File: src/hdl/nwbs_pkg.sv
`default_nettype none

package nwbs_pkg;

    // Sizing of the scanner.
    localparam int MAX_PATTERN_BYTES = 8;
    localparam int OFFSET_BITS       = 32;

    // Fixed field widths.
    localparam int BYTE_W     = 8;
    localparam int LEN_W      = 4;
    localparam int CARE_W     = 2 * MAX_PATTERN_BYTES;
    localparam int PATTERN_W  = BYTE_W * MAX_PATTERN_BYTES;
    localparam int MATCH_OFS_W = 32;
    localparam int CFG_IDX_W  = 2;
    localparam int CFG_DATA_W = 64;

    // The window holds the bytes before the current one.
    localparam int WIN_BYTES = (MAX_PATTERN_BYTES > 1) ? MAX_PATTERN_BYTES - 1 : 1;
    localparam int IDX_W     = (MAX_PATTERN_BYTES > 1) ? $clog2(MAX_PATTERN_BYTES) : 1;

    localparam logic [OFFSET_BITS-1:0] COUNT_MAX = {OFFSET_BITS{1'b1}};

    // Configuration register indexes.
    localparam logic [CFG_IDX_W-1:0] CFG_SIGNATURE      = 2'd0;
    localparam logic [CFG_IDX_W-1:0] CFG_NIBBLE_CARE    = 2'd1;
    localparam logic [CFG_IDX_W-1:0] CFG_PATTERN_LENGTH = 2'd2;

    typedef logic [WIN_BYTES-1:0][BYTE_W-1:0] t_window;

    typedef struct packed {
        logic [PATTERN_W-1:0] signature;
        logic [CARE_W-1:0]    nibble_care;
        logic [LEN_W-1:0]     pattern_length;
    } t_cfg;

    typedef struct packed {
        logic                   found;
        logic [MATCH_OFS_W-1:0] offset;
    } t_match;

endpackage

`default_nettype wire

File: src/hdl/nibble_wildcard_byte_scanner_top.sv
`default_nettype none

// Channel   Direction  tdata                  tuser            tlast
// s_axis    in         [7:0] data_byte        -                last_byte
// m_axis    out        [31:0] match_offset    [0] match_found  buffer_end
// cfg       in         i_cfg_wdata to register i_cfg_index, written when i_cfg_we is high
//
// One word is accepted per cycle while the input is not stalled. A word is held in
// the input register while the window compare and offset subtract run, and its
// result is registered in the output register as the word leaves the input register.
// A word that yields no result never waits on the output side.
// The input stalls only when the input register holds a word with a result while
// the output register is full and not taken. Reset is synchronous, active low.
module nibble_wildcard_byte_scanner_top (
    input  logic                              i_clk,
    input  logic                              i_rst_n,
    input  logic                              i_cfg_we,
    input  logic [nwbs_pkg::CFG_IDX_W-1:0]    i_cfg_index,
    input  logic [nwbs_pkg::CFG_DATA_W-1:0]   i_cfg_wdata,
    input  logic                              s_axis_tvalid,
    output logic                              s_axis_tready,
    input  logic [nwbs_pkg::BYTE_W-1:0]       s_axis_tdata,   // [7:0] data_byte
    input  logic                              s_axis_tlast,
    output logic                              m_axis_tvalid,
    input  logic                              m_axis_tready,
    output logic [nwbs_pkg::MATCH_OFS_W-1:0]  m_axis_tdata,   // [31:0] match_offset
    output logic                              m_axis_tuser,   // [0] match_found
    output logic                              m_axis_tlast
);
    import nwbs_pkg::*;

    t_cfg                     r_cfg;
    logic                     r_s1_valid;
    logic [BYTE_W-1:0]        r_s1_byte;
    logic                     r_s1_last;
    t_window                  r_window;
    t_window                  n_window;
    logic [OFFSET_BITS-1:0]   r_bytes_seen;
    logic [OFFSET_BITS-1:0]   n_bytes_seen;
    logic                     r_out_valid;
    logic [MATCH_OFS_W-1:0]   r_out_offset;
    logic                     r_out_found;
    logic                     r_out_last;

    t_match                   match;
    logic                     produce;
    logic                     out_free;
    logic                     s1_fire;
    logic                     s_accept;

    always_ff @(posedge i_clk) begin
        if (!i_rst_n) begin
            r_cfg <= '0;
        end else if (i_cfg_we) begin
            case (i_cfg_index)
                CFG_SIGNATURE:      r_cfg.signature      <= i_cfg_wdata[PATTERN_W-1:0];
                CFG_NIBBLE_CARE:    r_cfg.nibble_care    <= i_cfg_wdata[CARE_W-1:0];
                CFG_PATTERN_LENGTH: r_cfg.pattern_length <= i_cfg_wdata[LEN_W-1:0];
                default: ;
            endcase
        end
    end

    nwbs_match u_match (
        .i_cfg        (r_cfg),
        .i_byte       (r_s1_byte),
        .i_window     (r_window),
        .i_bytes_seen (r_bytes_seen),
        .o_match      (match)
    );

    always_comb begin
        produce       = match.found || r_s1_last;
        out_free      = !r_out_valid || m_axis_tready;
        s1_fire       = r_s1_valid && (out_free || !produce);
        s_axis_tready = !r_s1_valid || s1_fire;
        s_accept      = s_axis_tvalid && s_axis_tready;
    end

    // The final word of a buffer clears the window and the counter.
    always_comb begin
        if (r_s1_last) begin
            n_window     = '0;
            n_bytes_seen = '0;
        end else begin
            n_window[0] = r_s1_byte;
            for (int k = 1; k < WIN_BYTES; k++) begin
                n_window[k] = r_window[k-1];
            end
            n_bytes_seen = (r_bytes_seen == COUNT_MAX) ? r_bytes_seen
                         : r_bytes_seen + OFFSET_BITS'(1);
        end
    end

    always_ff @(posedge i_clk) begin
        if (!i_rst_n) begin
            r_s1_valid   <= 1'b0;
            r_window     <= '0;
            r_bytes_seen <= '0;
            r_out_valid  <= 1'b0;
        end else begin
            if (s_accept) begin
                r_s1_valid <= 1'b1;
            end else if (s1_fire) begin
                r_s1_valid <= 1'b0;
            end
            if (s1_fire) begin
                r_window     <= n_window;
                r_bytes_seen <= n_bytes_seen;
            end
            if (s1_fire && produce) begin
                r_out_valid <= 1'b1;
            end else if (m_axis_tready) begin
                r_out_valid <= 1'b0;
            end
        end
    end

    always_ff @(posedge i_clk) begin
        if (s_accept) begin
            r_s1_byte <= s_axis_tdata;
            r_s1_last <= s_axis_tlast;
        end
        if (s1_fire && produce) begin
            r_out_offset <= match.offset;
            r_out_found  <= match.found;
            r_out_last   <= r_s1_last;
        end
    end

    assign m_axis_tvalid = r_out_valid;
    assign m_axis_tdata  = r_out_offset;
    assign m_axis_tuser  = r_out_found;
    assign m_axis_tlast  = r_out_last;

endmodule

`default_nettype wire

File: src/hdl/nwbs_match.sv
`default_nettype none

// Compares the current byte and the window against the signature and
// works out the start offset of a match that ends at the current byte.
module nwbs_match (
    input  nwbs_pkg::t_cfg                      i_cfg,
    input  logic [nwbs_pkg::BYTE_W-1:0]         i_byte,
    input  nwbs_pkg::t_window                   i_window,
    input  logic [nwbs_pkg::OFFSET_BITS-1:0]    i_bytes_seen,
    output nwbs_pkg::t_match                    o_match
);
    import nwbs_pkg::*;

    logic [LEN_W-1:0]                         len_eff;
    logic [LEN_W-1:0]                         len_m1;
    logic [OFFSET_BITS-1:0]                   len_m1_ext;
    logic [MAX_PATTERN_BYTES-1:0][BYTE_W-1:0] cand;
    logic [MAX_PATTERN_BYTES-1:0]             byte_ok;
    logic [LEN_W-1:0]                         idx [MAX_PATTERN_BYTES];
    logic [BYTE_W-1:0]                        want [MAX_PATTERN_BYTES];
    logic [BYTE_W-1:0]                        mask [MAX_PATTERN_BYTES];
    logic                                     enough;
    logic                                     found;
    logic [OFFSET_BITS-1:0]                   offset;
    logic [MATCH_OFS_W+OFFSET_BITS-1:0]       offset_wide;

    always_comb begin
        len_eff = (i_cfg.pattern_length > LEN_W'(MAX_PATTERN_BYTES))
                ? LEN_W'(MAX_PATTERN_BYTES) : i_cfg.pattern_length;
        len_m1     = len_eff - LEN_W'(1);
        len_m1_ext = OFFSET_BITS'(len_m1);
    end

    // cand[0] is the current byte, cand[k] the byte k places back.
    always_comb begin
        cand[0] = i_byte;
        for (int k = 1; k < MAX_PATTERN_BYTES; k++) begin
            cand[k] = i_window[k-1];
        end
    end

    // Signature byte j lines up with the byte len-1-j places back.
    always_comb begin
        for (int j = 0; j < MAX_PATTERN_BYTES; j++) begin
            idx[j]  = len_m1 - LEN_W'(j);
            want[j] = i_cfg.signature[BYTE_W*j +: BYTE_W];
            mask[j] = {{4{i_cfg.nibble_care[2*j+1]}}, {4{i_cfg.nibble_care[2*j]}}};
            byte_ok[j] = (LEN_W'(j) >= len_eff)
                || (((cand[idx[j][IDX_W-1:0]] ^ want[j]) & mask[j]) == '0);
        end
    end

    always_comb begin
        enough      = (len_eff != '0) && (i_bytes_seen >= len_m1_ext);
        found       = enough && (&byte_ok);
        offset      = found ? (i_bytes_seen - len_m1_ext) : '0;
        offset_wide = {{MATCH_OFS_W{1'b0}}, offset};
        o_match.found  = found;
        o_match.offset = offset_wide[MATCH_OFS_W-1:0];
    end

endmodule

`default_nettype wire

File: config.mk
export PLATFORM = sky130hd
export DESIGN_NAME = nibble_wildcard_byte_scanner_top
export DESIGN_NICKNAME = d
export VERILOG_FILES = /design/src/hdl/nwbs_pkg.sv /design/src/hdl/nibble_wildcard_byte_scanner_top.sv /design/src/hdl/nwbs_match.sv
export SDC_FILE = /design/constraint.sdc
export NUM_CORES = 1
export LEC_CHECK = 0
export ABC_AREA = 1
export BUFFER_PORTS_ARGS = -buffer_cell sky130_fd_sc_hd__buf_2
export CORE_ASPECT_RATIO = 0.75
export CORE_MARGIN = 2
export CORE_UTILIZATION = 55
export CTS_BUF_LIST = sky130_fd_sc_hd__clkbuf_4 sky130_fd_sc_hd__clkbuf_8
export CTS_CLUSTER_SIZE = 10
export DETAILED_ROUTE_END_ITERATION = 12
export PLACE_DENSITY = 0.74
export SYNTH_ARGS = -nofsm -noshare
export SYNTH_HDL_FRONTEND = slang
export SYNTH_SLANG_ARGS = --single-unit
File: constraint.sdc
create_clock -name i_clk -period 7.7 [get_ports i_clk]
set_clock_uncertainty 0.2 [all_clocks]
set_input_delay 1.54 -clock i_clk [delete_from_list [all_inputs] [get_ports i_clk]]
set_output_delay 1.54 -clock i_clk [all_outputs]
set_load 0.01 [all_outputs]
==> results.yml <==
outcome:
  status: "finished clean"
clock_tree:
  clock_latency_ps: 570
  cts_setup_buffers: 0
  cts.sinks: 217
  postCtsHoldBufs: 0
  post_cts_resized: 0
  clk_root_buffer_cell: "clkbuf_8"
  cts_tree: "done"
  cts_buffers: 38
  ctsLongestPathBuffers: 3
  clk_pin_slew_worst_paths_ps: 60
  h-tree-depth: 2
critical_path:
  cp-end-kind: "primary output"
  criticalPathCategory: "register to primary output"
  path_cells: "inv_4 -> nand2_4 -> ha_1 -> clkinv_1 -> nand3_1 -> nand2_1 -> nand2_1 -> nand3_1 -> nand3_1 -> nand2_1 -> nor2_1 -> nand2_1 -> nor2_1 -> nand3_1 -> nor2_1 -> nand2_2 -> nand2_4 -> nand3_1 -> buf_2"
  worstPathMaxFanout: 32
  start_kind: "register"
  cpPeakStageDelay_ps: 630
  cp_slowest_cell: "clkinv_1"
  worstPathRequired_ps: 5960
  arrival_ps: 4870
  r2r_slack_ps: 1170
  cpMostUsedCell: "nand3_1"
synth:
  synth_area_leader_cell: "dfxtp_1"
  synth_cells: 2224
  synth_edf_count: 43
  ys_top_cells_by_area: "dfxtp_1 25%, nand2_1 15%, nand3_1 13%"
  async_flop_share_pct: 0
  synth-main-ff-cell: "dfxtp_1"
  synth_top_area_share_pct: 25.32
  yosysWarnings: 0
  yosys-top-cells-count: "544 x nand2_1, 346 x nand3_1, 338 x nor2_1"
  synth.avg_cell_area_um2: 6.187
  synth.most_common_cell: "nand2_1"
  yosysSeqAreaShare_pct: 34.70
  synth_area_um2: 13760
  ys_ff_latch: 217
  syn_nets: 2318
  netlist-cell-type-count: 37
power_and_ir_drop:
  p_sw_share_pct: 34.13
  seq_power_share_pct: 40.8
  power.density_nw_per_um2: 210.4
  p_clk_share_pct: 35.3
  internal_power_mw: 2.088
  p_comb_share_pct: 23.9
  p_leak_nw: 7.163
  peakVddDrop_uv: 134.4
  netSwitchingPower_mw: 1.082
timing:
  min_period_ps: 6614
  drv_slew: 0
  setup_viol: 0
  tightestPinTransition_ps: 1060
  tns_ps: 0
  grt_setup_unrepaired: "no"
  fin_crit_sh_pct: 85.89
  max_freq_ghz: 0.1512
  finalHoldViolCount: 0
  slew-limit-headroom_pct: 29.31
global_routing:
  antenna_found_initial: 1
  first_global_vias: 13080
  grt_pass1_wl_mm: 69.70
  track_usage_pct: 33.44
  overflow: 0
  grt_max_degree: 124
floorplan:
  design.core.area_um2: 24770
  die-area_um2: 26310
  die_x_um: 186.6
  die_height_um: 141.0
  initial_core_util_pct: 55.54
  num_io_pins: 116
  rows: 50
worst_hold_path:
  worstHoldPathType: "register to register"
placed_design:
  hpwl_mm: 33.03
  place.gp.congestion: 1.001
  place_area_um2: 14280
  io_buffers: 115
final_layout:
  antenna_cells: 0
  fillerInstances: 2440
  multi_input_area_um2: 7442
  seqCellArea_um2: 4775
  postLayoutCellArea_um2: 15070
  drive_above_1_share_pct: 9.284
  syn2layout_area_growth_pct: 9.539
  finalNetCount: 2371
routing:
  viasPerCell: 5.596
  initialDrtViolationCount: 1640
  drc: 0
  routed_wl_mm: 44.94
  drtPass1Iterations: 6
  num_vias: 14790
  antenna_left: 0
  avgRoutedWirePerCell_um: 17.00
flow_run:
  drv_cap: 0
-- worst max-delay path, delay by kind of cell, from the launching register on --
kind / cells / cell delay, ps
fa+ha+maj: 1 / 500
buf+inv: 3 / 1120
flops: 1 / 440
simple gates: 15 / 2220
-- cell families after synthesis --
logic type,Yosys count,share of synthesized area (%)
AOI/OAI and AO/OA,290,10.68
xor gates and xnor gates,21,1.473
adders and majority gates,14,1.328
buffers and inverters,369,11.30
DFF,217,34.70
and+or+nand+nor,1313,40.52
-- per-layer routing --
layer | track usage, % | up-vias | share of wire, % | routed length (um)
met3 | 8.190 | 99 | 11 | 4803
li1 | - | 7291 | - | -
met1 | 48.52 | 6702 | 45 | 20310
met4 | 11.32 | 2 | 3.0 | 1329
met2 | 48.35 | 696 | 41 | 18480
met5 | 0 | - | 0.029 | 13
-- power by group through the flow --
stage | clock, mW | combinational, mW | sequential, mW
after floorplan | 0 | 0.548 | 1.30
after global placement | 0 | 0.730 | 1.31
after detailed placement | 0 | 0.740 | 1.32
after CTS | 1.14 | 0.743 | 1.29
after global routing | 1.19 | 0.852 | 1.30
final | 1.12 | 0.756 | 1.29
-- through the flow --
stage,util (%),instances,setup slack [ps],total power [mW],hold WS [ps]
6_report,60.84,2643,1086,3.170,269.8
5_1_grt,60.84,2643,606.1,3.340,288.1
4_1_cts,60.84,2643,1081,3.170,271.4
3_5_place_dp,57.65,2575,1281,2.055,262.9
3_3_place_gp,57.65,2575,1417,2.044,257.8
2_1_floorplan,-,2224,1896,1.845,224.4
-- state kept, by name (all words and copies together) (netlist names) --
signal	count
m_axis_tdata	32
m_axis_tlast	1
m_axis_tuser	1
m_axis_tvalid	1
r_bytes_seen	32
r_cfg	84
r_s1_byte	8
r_s1_last	1
r_s1_valid	1
r_window	56
-- final cells by class --
cell class	instances	area share (%)
Clock buffer	57	4.665
Clock inverter	11	0.5728
Inverter	251	6.268
Multi-Input combinational cell	1638	49.38
Sequential cell	217	31.68
Tap cell	338	2.806
Timing Repair Buffer	131	4.632
-- final timing paths --
check            start  cells after the start               to
max           r_cfg[3]                     19    s_axis_tready
max reg2reg   r_cfg[3]                     27  m_axis_tdata[8]
min          r_cfg[38]                      2        r_cfg[38]
min reg2reg  r_cfg[38]                      2        r_cfg[38]
-- layout by cell type (no fill, tap or decap), types with 3 or more instances in the layout --
cell	instances
nor4_1	3
o21ai_1	38
o21ai_0	154
clkinv_2	5
buf_2	114
buf_4	17
clkbuf_8	44
nand2_2	3
edfxtp_1	43
dfxtp_1	174
nand2_1	544
nand3_1	345
nand2_4	4
ha_1	13
xor2_1	20
inv_2	3
nor3_1	24
nor2_1	338
a21oi_1	91
nand4_1	46
inv_1	243
clkinv_1	6
clkbuf_4	13
No activity file was read; power rests on OpenSTA's default activity.
